`src/slcan_frame_command_parser_core_assert.svh`:
```
// Assertion macros shared by the parser RTL.
`ifndef SLCAN_FRAME_COMMAND_PARSER_CORE_ASSERT_SVH
`define SLCAN_FRAME_COMMAND_PARSER_CORE_ASSERT_SVH

// Same-cycle implication, disabled while reset is asserted.
`define SCFP_ASSERT_IMP(lbl, clk, rstn, ante, cons, msg) \
  lbl: assert property (@(posedge clk) disable iff (!rstn) (ante) |-> (cons)) \
    else $error(msg);

// Next-cycle implication, disabled while reset is asserted.
`define SCFP_ASSERT_NXT(lbl, clk, rstn, ante, cons, msg) \
  lbl: assert property (@(posedge clk) disable iff (!rstn) (ante) |=> (cons)) \
    else $error(msg);

`endif

```
`src/scfp_pkg.sv`:
```
// Types and codes shared by the frame command parser modules.
`timescale 1ns / 1ps
package scfp_pkg;

  localparam logic [7:0] CHAR_CR = 8'h0D;

  localparam logic [2:0] KIND_NONE       = 3'd0;
  localparam logic [2:0] KIND_STD_DATA   = 3'd1;
  localparam logic [2:0] KIND_STD_REMOTE = 3'd2;
  localparam logic [2:0] KIND_EXT_DATA   = 3'd3;
  localparam logic [2:0] KIND_EXT_REMOTE = 3'd4;

  localparam logic [1:0] STAT_OK   = 2'd0;
  localparam logic [1:0] STAT_BAD  = 2'd1;
  localparam logic [1:0] STAT_NONE = 2'd2;

  localparam logic [3:0] STD_ID_DIGITS = 4'd3;
  localparam logic [3:0] EXT_ID_DIGITS = 4'd8;

  // One received byte after decode.
  typedef struct packed {
    logic       is_cr;
    logic [2:0] kind;     // command kind if this byte opens a line
    logic       hex_ok;
    logic [3:0] hex_val;
    logic       len_ok;   // '0' to '8'
    logic [3:0] len_val;
  } cls_t;

  // One parsed line.
  typedef struct packed {
    logic [1:0]  status;
    logic        is_extended;
    logic        is_remote;
    logic [31:0] frame_id;
    logic [3:0]  data_length;
    logic [63:0] payload;
  } res_t;

  // Back end handshake strobes.
  typedef struct packed {
    logic item_pop;
    logic res_push;
  } back_ctl_t;

endpackage

```
`src/scfp_fifo.sv`:
```
// Small first-in first-out queue used between and behind the parser stages.
`timescale 1ns / 1ps
module scfp_fifo #(
  parameter int WIDTH = 8,
  parameter int DEPTH = 2
) (
  input  logic             clk_i,
  input  logic             rst_ni,
  input  logic             wr_i,
  input  logic [WIDTH-1:0] wdata_i,
  input  logic             rd_i,
  output logic [WIDTH-1:0] rdata_o,
  output logic             full_o,
  output logic             empty_o
);

  localparam int PtrW = (DEPTH > 1) ? $clog2(DEPTH) : 1;
  localparam int CntW = $clog2(DEPTH + 1);

  logic [WIDTH-1:0] mem [DEPTH];
  logic [PtrW-1:0]  wr_ptr_q, wr_ptr_d, rd_ptr_q, rd_ptr_d;
  logic [CntW-1:0]  cnt_q, cnt_d;
  logic             wr_en, rd_en;

  assign full_o  = (cnt_q == CntW'(DEPTH));
  assign empty_o = (cnt_q == '0);
  assign wr_en   = wr_i && !full_o;
  assign rd_en   = rd_i && !empty_o;
  assign rdata_o = mem[rd_ptr_q];

  always_comb begin
    wr_ptr_d = wr_ptr_q;
    rd_ptr_d = rd_ptr_q;
    cnt_d    = cnt_q;
    if (wr_en) begin
      wr_ptr_d = (wr_ptr_q == PtrW'(DEPTH - 1)) ? '0 : wr_ptr_q + PtrW'(1);
    end
    if (rd_en) begin
      rd_ptr_d = (rd_ptr_q == PtrW'(DEPTH - 1)) ? '0 : rd_ptr_q + PtrW'(1);
    end
    if (wr_en && !rd_en) begin
      cnt_d = cnt_q + CntW'(1);
    end else if (rd_en && !wr_en) begin
      cnt_d = cnt_q - CntW'(1);
    end
  end

  always_ff @(posedge clk_i or negedge rst_ni) begin
    if (!rst_ni) begin
      wr_ptr_q <= '0;
      rd_ptr_q <= '0;
      cnt_q    <= '0;
    end else begin
      wr_ptr_q <= wr_ptr_d;
      rd_ptr_q <= rd_ptr_d;
      cnt_q    <= cnt_d;
    end
  end

  always_ff @(posedge clk_i) begin
    if (wr_en) begin
      mem[wr_ptr_q] <= wdata_i;
    end
  end

endmodule

```
`src/scfp_classify.sv`:
```
// Front end byte decoder: marks line ends, command letters and digit values.
`timescale 1ns / 1ps
module scfp_classify (
  input  logic          [7:0] char_i,
  output scfp_pkg::cls_t      cls_o
);
  import scfp_pkg::*;

  logic [7:0] dig_off, low_off, up_off;

  assign dig_off = char_i - 8'h30;   // '0'
  assign low_off = char_i - 8'h57;   // 'a' - 10
  assign up_off  = char_i - 8'h37;   // 'A' - 10

  always_comb begin
    cls_o         = '0;
    cls_o.is_cr   = (char_i == CHAR_CR);

    priority if (char_i == 8'h74) begin        // t
      cls_o.kind = KIND_STD_DATA;
    end else if (char_i == 8'h72) begin        // r
      cls_o.kind = KIND_STD_REMOTE;
    end else if (char_i == 8'h54) begin        // T
      cls_o.kind = KIND_EXT_DATA;
    end else if (char_i == 8'h52) begin        // R
      cls_o.kind = KIND_EXT_REMOTE;
    end else begin
      cls_o.kind = KIND_NONE;
    end

    priority if (char_i >= 8'h30 && char_i <= 8'h39) begin
      cls_o.hex_ok  = 1'b1;
      cls_o.hex_val = dig_off[3:0];
    end else if (char_i >= 8'h61 && char_i <= 8'h66) begin
      cls_o.hex_ok  = 1'b1;
      cls_o.hex_val = low_off[3:0];
    end else if (char_i >= 8'h41 && char_i <= 8'h46) begin
      cls_o.hex_ok  = 1'b1;
      cls_o.hex_val = up_off[3:0];
    end else begin
      cls_o.hex_ok  = 1'b0;
      cls_o.hex_val = '0;
    end

    cls_o.len_ok  = (char_i >= 8'h30 && char_i <= 8'h38);
    cls_o.len_val = dig_off[3:0];
  end

endmodule

```
`src/scfp_line.sv`:
```
// Back end line parser: forms id, length, payload; one result per line not too long.
`timescale 1ns / 1ps
module scfp_line #(
  parameter int LINE_BYTES = 32
) (
  input  logic                  clk_i,
  input  logic                  rst_ni,
  input  logic                  item_valid_i,
  input  scfp_pkg::cls_t        item_i,
  input  logic                  res_full_i,
  output scfp_pkg::res_t        res_o,
  output scfp_pkg::back_ctl_t   ctl_o
);
  import scfp_pkg::*;

  localparam int PW = $clog2(LINE_BYTES + 1);

  logic [PW-1:0] pos_q, pos_d, pos_inc, d_full;
  logic [2:0]    kind_q, kind_d;
  logic          bad_q, bad_d, skip_q, skip_d;
  logic [31:0]   id_q, id_d;
  logic [3:0]    len_q, len_d, ndig, nib;
  logic [63:0]   pay_q, pay_d;
  logic          ext, rem, take;

  assign ext     = (kind_q == KIND_EXT_DATA) || (kind_q == KIND_EXT_REMOTE);
  assign rem     = (kind_q == KIND_STD_REMOTE) || (kind_q == KIND_EXT_REMOTE);
  assign ndig    = ext ? EXT_ID_DIGITS : STD_ID_DIGITS;
  assign pos_inc = pos_q + PW'(1);
  assign d_full  = pos_q - PW'(ndig) - PW'(2);
  assign nib     = d_full[3:0] ^ 4'd1;   // even digit is the high nibble

  // A line end stalls only when the result queue has no room.
  assign take           = item_valid_i && (!item_i.is_cr || !res_full_i);
  assign ctl_o.item_pop = take;
  assign ctl_o.res_push = take && item_i.is_cr && !skip_q;

  always_comb begin
    res_o = '0;
    if (kind_q == KIND_NONE) begin
      res_o.status = STAT_NONE;
    end else begin
      res_o.is_extended = ext;
      res_o.is_remote   = rem;
      if (bad_q || pos_q != PW'(ndig) + PW'(2) + PW'({len_q, 1'b0})) begin
        res_o.status = STAT_BAD;
      end else begin
        res_o.status      = STAT_OK;
        res_o.frame_id    = id_q;
        res_o.data_length = len_q;
        res_o.payload     = pay_q;
      end
    end
  end

  always_comb begin
    pos_d  = pos_q;
    kind_d = kind_q;
    bad_d  = bad_q;
    skip_d = skip_q;
    id_d   = id_q;
    len_d  = len_q;
    pay_d  = pay_q;
    if (take) begin
      if (item_i.is_cr) begin
        skip_d = 1'b0;
        pos_d  = '0;
        kind_d = KIND_NONE;
        bad_d  = 1'b0;
        id_d   = '0;
        len_d  = '0;
        pay_d  = '0;
      end else if (!skip_q) begin
        if (pos_q == '0) begin
          kind_d = item_i.kind;
        end else if (kind_q != KIND_NONE && !bad_q) begin
          if (pos_q <= PW'(ndig)) begin
            if (item_i.hex_ok) begin
              id_d = {id_q[27:0], item_i.hex_val};
            end else begin
              bad_d = 1'b1;
            end
          end else if (pos_q == PW'(ndig) + PW'(1)) begin
            if (item_i.len_ok) begin
              len_d = item_i.len_val;
            end else begin
              bad_d = 1'b1;
            end
          end else if (d_full >= PW'({len_q, 1'b0}) || !item_i.hex_ok) begin
            bad_d = 1'b1;
          end else begin
            for (int i = 0; i < 16; i++) begin
              if (nib == 4'(i)) begin
                pay_d[4*i +: 4] = pay_q[4*i +: 4] | item_i.hex_val;
              end
            end
          end
        end
        pos_d = pos_inc;
        if (pos_inc == PW'(LINE_BYTES)) begin
          // line too long: drop it up to the next carriage return
          pos_d  = '0;
          kind_d = KIND_NONE;
          bad_d  = 1'b0;
          id_d   = '0;
          len_d  = '0;
          pay_d  = '0;
          skip_d = 1'b1;
        end
      end
    end
  end

  always_ff @(posedge clk_i or negedge rst_ni) begin
    if (!rst_ni) begin
      pos_q  <= '0;
      kind_q <= KIND_NONE;
      bad_q  <= 1'b0;
      skip_q <= 1'b0;
      id_q   <= '0;
      len_q  <= '0;
      pay_q  <= '0;
    end else begin
      pos_q  <= pos_d;
      kind_q <= kind_d;
      bad_q  <= bad_d;
      skip_q <= skip_d;
      id_q   <= id_d;
      len_q  <= len_d;
      pay_q  <= pay_d;
    end
  end

endmodule

```
`src/slcan_frame_command_parser_core.sv`:
```
// Top level of the ASCII CAN frame command line parser.
//
//  channel | direction | handshake             | fields
//  --------+-----------+-----------------------+-------------------------------------
//  input   | in        | push / full           | char_in_i
//  result  | out       | pop / empty           | status_o, is_extended_o, is_remote_o,
//          |           |                       | frame_id_o, data_length_o, payload_o
//
// One byte per cycle sustained while no line end waits on a full result queue: the line
// parser updates its accumulators as each item is taken, so an item can follow in every
// cycle. A line end passes through the byte queue, then the result queue, to the result side.
// Reset clears both queues and the line state; no clearing pass is needed.
// full only rises when the byte queue is full, which happens when results are not popped
// and the result queue backs up behind a carriage return.
`timescale 1ns / 1ps
`include "slcan_frame_command_parser_core_assert.svh"
module slcan_frame_command_parser_core #(
  parameter int LINE_BYTES  = 32,  // bytes before a line is dropped, 28 to 256
  parameter int BYTE_DEPTH  = 2,   // decoded bytes held between front and back
  parameter int RES_DEPTH   = 2    // finished lines waiting to be popped
) (
  input  logic        clk_i,
  input  logic        rst_ni,
  input  logic        push,
  output logic        full,
  input  logic [7:0]  char_in_i,
  output logic        empty,
  input  logic        pop,
  output logic [1:0]  status_o,
  output logic        is_extended_o,
  output logic        is_remote_o,
  output logic [31:0] frame_id_o,
  output logic [3:0]  data_length_o,
  output logic [63:0] payload_o
);
  import scfp_pkg::*;

  cls_t      cls_in, cls_head;
  res_t      res_new, res_head;
  back_ctl_t back_ctl;
  logic      byte_empty, res_full;

  // front: decode the byte as it is taken
  scfp_classify u_classify (
    .char_i (char_in_i),
    .cls_o  (cls_in)
  );

  // decoupling queue between decoder and line parser
  scfp_fifo #(
    .WIDTH ($bits(cls_t)),
    .DEPTH (BYTE_DEPTH)
  ) u_byte_q (
    .clk_i   (clk_i),
    .rst_ni  (rst_ni),
    .wr_i    (push),
    .wdata_i (cls_in),
    .rd_i    (back_ctl.item_pop),
    .rdata_o (cls_head),
    .full_o  (full),
    .empty_o (byte_empty)
  );

  // back: line state and result forming
  scfp_line #(
    .LINE_BYTES (LINE_BYTES)
  ) u_line (
    .clk_i        (clk_i),
    .rst_ni       (rst_ni),
    .item_valid_i (!byte_empty),
    .item_i       (cls_head),
    .res_full_i   (res_full),
    .res_o        (res_new),
    .ctl_o        (back_ctl)
  );

  // results wait here until popped
  scfp_fifo #(
    .WIDTH ($bits(res_t)),
    .DEPTH (RES_DEPTH)
  ) u_res_q (
    .clk_i   (clk_i),
    .rst_ni  (rst_ni),
    .wr_i    (back_ctl.res_push),
    .wdata_i (res_new),
    .rd_i    (pop),
    .rdata_o (res_head),
    .full_o  (res_full),
    .empty_o (empty)
  );

  assign status_o      = res_head.status;
  assign is_extended_o = res_head.is_extended;
  assign is_remote_o   = res_head.is_remote;
  assign frame_id_o    = res_head.frame_id;
  assign data_length_o = res_head.data_length;
  assign payload_o     = res_head.payload;

  `SCFP_ASSERT_IMP(a_res_room, clk_i, rst_ni, back_ctl.res_push, !res_full, "result pushed into full queue")
  `SCFP_ASSERT_IMP(a_res_from_byte, clk_i, rst_ni, back_ctl.res_push, back_ctl.item_pop && !byte_empty, "result without a line end")
  `SCFP_ASSERT_NXT(a_byte_held, clk_i, rst_ni, push && !full, !byte_empty, "accepted byte lost")
  `SCFP_ASSERT_IMP(a_status_code, clk_i, rst_ni, !empty, status_o != 2'd3, "undefined status code")

endmodule
```
`config.mk`:
```
export PLATFORM = sky130hd
export DESIGN_NAME = slcan_frame_command_parser_core
export DESIGN_NICKNAME = d
export VERILOG_FILES = /design/src/scfp_pkg.sv /design/src/scfp_fifo.sv /design/src/scfp_classify.sv /design/src/scfp_line.sv /design/src/slcan_frame_command_parser_core.sv
export VERILOG_INCLUDE_DIRS = /design/src /design/src/src
export SDC_FILE = /design/constraint.sdc
export NUM_CORES = 1
export LEC_CHECK = 0
export ABC_AREA = 1
export ABC_CLOCK_PERIOD_IN_PS = 12400
export BUFFER_PORTS_ARGS = -buffer_cell sky130_fd_sc_hd__buf_2
export CAP_MARGIN = 20
export CORE_UTILIZATION = 31
export DETAILED_ROUTE_END_ITERATION = 12
export PLACE_DENSITY = 0.47
export SETUP_SLACK_MARGIN = 0.1
export SYNTH_ARGS = -nofsm -noshare
export SYNTH_HDL_FRONTEND = slang
export SYNTH_SLANG_ARGS = --single-unit
```
`constraint.sdc`:
```
create_clock -name clk_i -period 12.4 [get_ports clk_i]
set_input_delay 2.48 -clock clk_i [delete_from_list [all_inputs] [get_ports clk_i]]
set_output_delay 2.48 -clock clk_i [all_outputs]
set_load 0.03 [all_outputs]
```
==> summary.md <==
| Metric | Value |
|---|---|
| Hold Vio Cnt, Final | `0` |
| Grt ovf | `0` |
| Area of the mapped netlist | `around 16000 sq um` |
| Worst clock skew | `around 0.016 ns` |
| Post-synthesis net count | `roughly 1600` |
| Final setup TNS | `0 ns` |
| Sequential share of power | `a little over a third` |
| Vias | `around 11000` |
| Fill count | `slightly above 5000` |
| Drt pass-1 iters | `5` |
| Row Count | `81` |
| Synth Area per Inst | `between 9 and 10 sq um` |
| Hold_ws | `between 0.4 and 0.5 ns` |
| 1st-iter DRT viols | `between 500 and 600` |
| Vias in the first global route | `10800` |
| Post-synth EDFFs | `236` |
| Hold endpoint | `u_line.pay_q[36]$_DFFE_PN0P_` |
| I/O Buffers | `approximately 120` |
| Seq/Total Area, Yosys | `between 60 and 70%` |
| Leakage | `a little under 8 nW` |
| Initial core utilization | `31.7%` |
| Source of the critical timing path | `u_res_q.rd_ptr_q$_DFFE_PN0P_` |
| Post-cts hold buffer count | `0` |
| Nets | `1738` |
| Total power | `5.11 mW` |
| Initial antenna violation count | `0` |
| Critical Path Source Type | `register` |
| Slew margin rel. | `between 30 and 40%` |
| DP Worst Slack | `7.80 ns` |
| Clock-pin transition on the worst setup and hold timing paths | `about 0.06 ns` |
| Die area | `slightly above 50000 sq um` |
| # Post-CTS Setup Buffers | `0` |
| R2R setup slack | `roughly 8.2 ns` |
| Drt total wl | `around 38000 microns` |
| Sw Pwr | `approximately 2.3 mW` |
| Reg2Reg Depth | `22` |
| Via density | `~4.5` |
| Antenna Nets Post-Route | `0` |
| Post-CTS Resized | `0` |
| Clock power frac | `between 20% and 30%` |
| Pwr/cell area | `between 200 and 300 nW/um^2` |
| Mapped Cells | `around 1600` |
| WS Path Type | `reg -> out` |
| Share of layout cells above drive strength 1 | `between 10% and 20%` |
| Total CTS buffers | `40` |
| Final core occ | `between 30% and 40%` |
| IO Count | `roughly 120` |
| Worst vdd ir | `between 0.1 and 0.15 mV` |
| Slew Limit Fails | `0` |
| DP Cell Count | `2325` |
| Hold Path Class | `reg -> reg` |
| Largest net degree at the start of global routing | `78` |
| Status | `finished clean` |
| Post-synth top flop | `edfxtp_1` |
| Reg2Reg Launch Point | `u_line.kind_q[0]$_DFFE_PN0P_` |
| H-tree depth | `2` |
| Drc violations | `0` |
| Switching share of power | `44.4%` |
| Post-DP Area | `approximately 17000 sq um` |
| Diode count | `0` |
| Period utilisation layout | `40.9%` |
| FF-to-FF End | `u_line.pay_q[16]$_DFFE_PN0P_` |
| Yosys reg bits | `between 300 and 400` |
| Synth warn | `0` |
| Largest fanout on the critical path | `53` |
| Later-pin clock latency in the skew report | `between 0.5 and 0.6 ns` |
| Final setup vio count | `0` |
| Core Region | `between 40000 and 50000 sq um` |
| Post-DP HPWL | `about 23000 microns` |
| Global-route wire length before repair | `59800 microns` |
| CP arrival | `2.59 ns` |
| Internal power component | `around 2.8 mW` |
| Total GRT Usage | `15.1%` |
| P&R area growth vs syn | `15.4%` |
| Async SR Flop Fraction | `approximately a third` |
| Placer congestion estimate | `between 0.8 and 0.9` |
| Wire per inst | `15.7 microns` |
| Setup crit end kind | `primary output` |
| Die Y | `roughly 230 microns` |
| Max Fclk | `~200 MHz` |
| Distinct cells, synth | `45` |
| Worst-margin pin slew | `1.03 ns` |
| Chip Width | `between 200 and 250 microns` |
| RSZ-0062 raised after global routing | `false` |
| Final Cell Area | `~18000 sq um` |
| Gate power share | `41.9%` |
| Required @ worst endpoint | `9.92 ns` |
| Hold path depth | `2` |
| Clk buf depth | `3` |
| Root Driver | `clkbuf_16` |
| Commonest non-fill, non-tap cell in the layout | `nand2_1` |
| TritonCTS clock tree | `yes` |
| # Max-Cap Violations | `0` |
| Final std cells w/o fill | `around 2400` |
| Clock sinks | `355` |
| Hold path start | `u_line.pay_q[36]$_DFFE_PN0P_` |
| Post-route worst setup slack | `around 7.3 ns` |
| Most frequent cells in the layout | `nand2_1, edfxtp_1, nor2_1` |
| Fin crit period | `5.07 ns` |
==> cells by family (layout without fill, tap and decap cells) <==
| logic type | after synthesis | in the layout | synth area share (%) |
|---|---|---|---|
| DFF | 355 | 355 | 64.5 |
| xor gates and xnor gates | 10 | 10 | 0.561 |
| and+or+nand+nor | 985 | 985 | 25.4 |
| AOI/OAI and AO/OA | 88 | 88 | 3.29 |
| muxes | 3 | 3 | 0.192 |
| buffers and inverters | 144 | 268 | 4.18 |
| adders and majority gates | 23 | 23 | 1.89 |
==> layout make-up <==
cell class | instances | area (sq um) | area share [%]
clock buffer | 57 | 1110 | 6.14
clock inverter | 14 | 115 | 0.639
inverter | 65 | 248 | 1.38
multi-input combinational | 1109 | 4920 | 27.3
sequential | 355 | 10100 | 55.9
tap | 664 | 831 | 4.61
timing repair buffer | 132 | 721 | 4.00
==> Yosys cell counts, drive strengths merged, types with 6 or more instances <==
master,count,area share (%)
o21ai,46,1.5
ha,22,1.8
buf,43,1.7
nor2,157,4.0
o22ai,6,0.24
inv,63,1.5
nand3,101,3.4
nand2,711,17
edfxtp,236,45
dfrtp,119,19
xor2,6,0.34
a21oi,31,1.3
clkbuf,36,0.88
==> worst max-delay path: stages (launching register included) <==
cell and delay [ns]:
dfrtp_4 0.70, clkinv_2 0.09, buf_4 0.50, buf_16 0.30, nand2_1 0.08, nand2_1 0.09, buf_2 0.20
==> layer usage <==
| layer | GRT usage, % | vias to the layer above | part of all wire, % |
|---|---|---|---|
| met5 | 0 | - | 0 |
| met4 | 4.86 | 0 | 2.0 |
| met3 | 2.23 | 43 | 3.4 |
| met2 | 24.9 | 167 | 47 |
| met1 | 20.3 | 5223 | 47 |
| li1 | - | 5418 | - |
==> sequential cells by signal (all words and copies together) (netlist names), 2 cells and up <==
signal and count:
u_byte_q.cnt_q 2, u_res_q.cnt_q 2, u_line.pay_q 64, u_byte_q.mem 28, u_line.kind_q 3, u_line.pos_q 6
u_line.id_q 32, u_line.len_q 4, u_res_q.mem 208
==> power by group through the flow <==
stage / clock network (mW) / logic, mW / registers [mW]
after floorplan: 0 / 1.61 / 1.82
after global placement: 0 / 2.16 / 1.86
after detailed placement: 0 / 2.19 / 1.87
after CTS: 1.16 / 2.20 / 1.85
after global routing: 1.20 / 2.39 / 1.88
final: 1.12 / 2.14 / 1.84
==> worst max path at each step <==
stage / cells after the start / endpoint
floorplan: 10 / u_res_q.mem[0][0]$_DFFE_PP_
global placement: 5 / frame_id_o[7]
detailed placement: 4 / is_remote_o
CTS: 6 / frame_id_o[21]
global route: 6 / frame_id_o[1]
finish: 6 / frame_id_o[1]
Note: power is estimated with default switching activity, not from simulation.
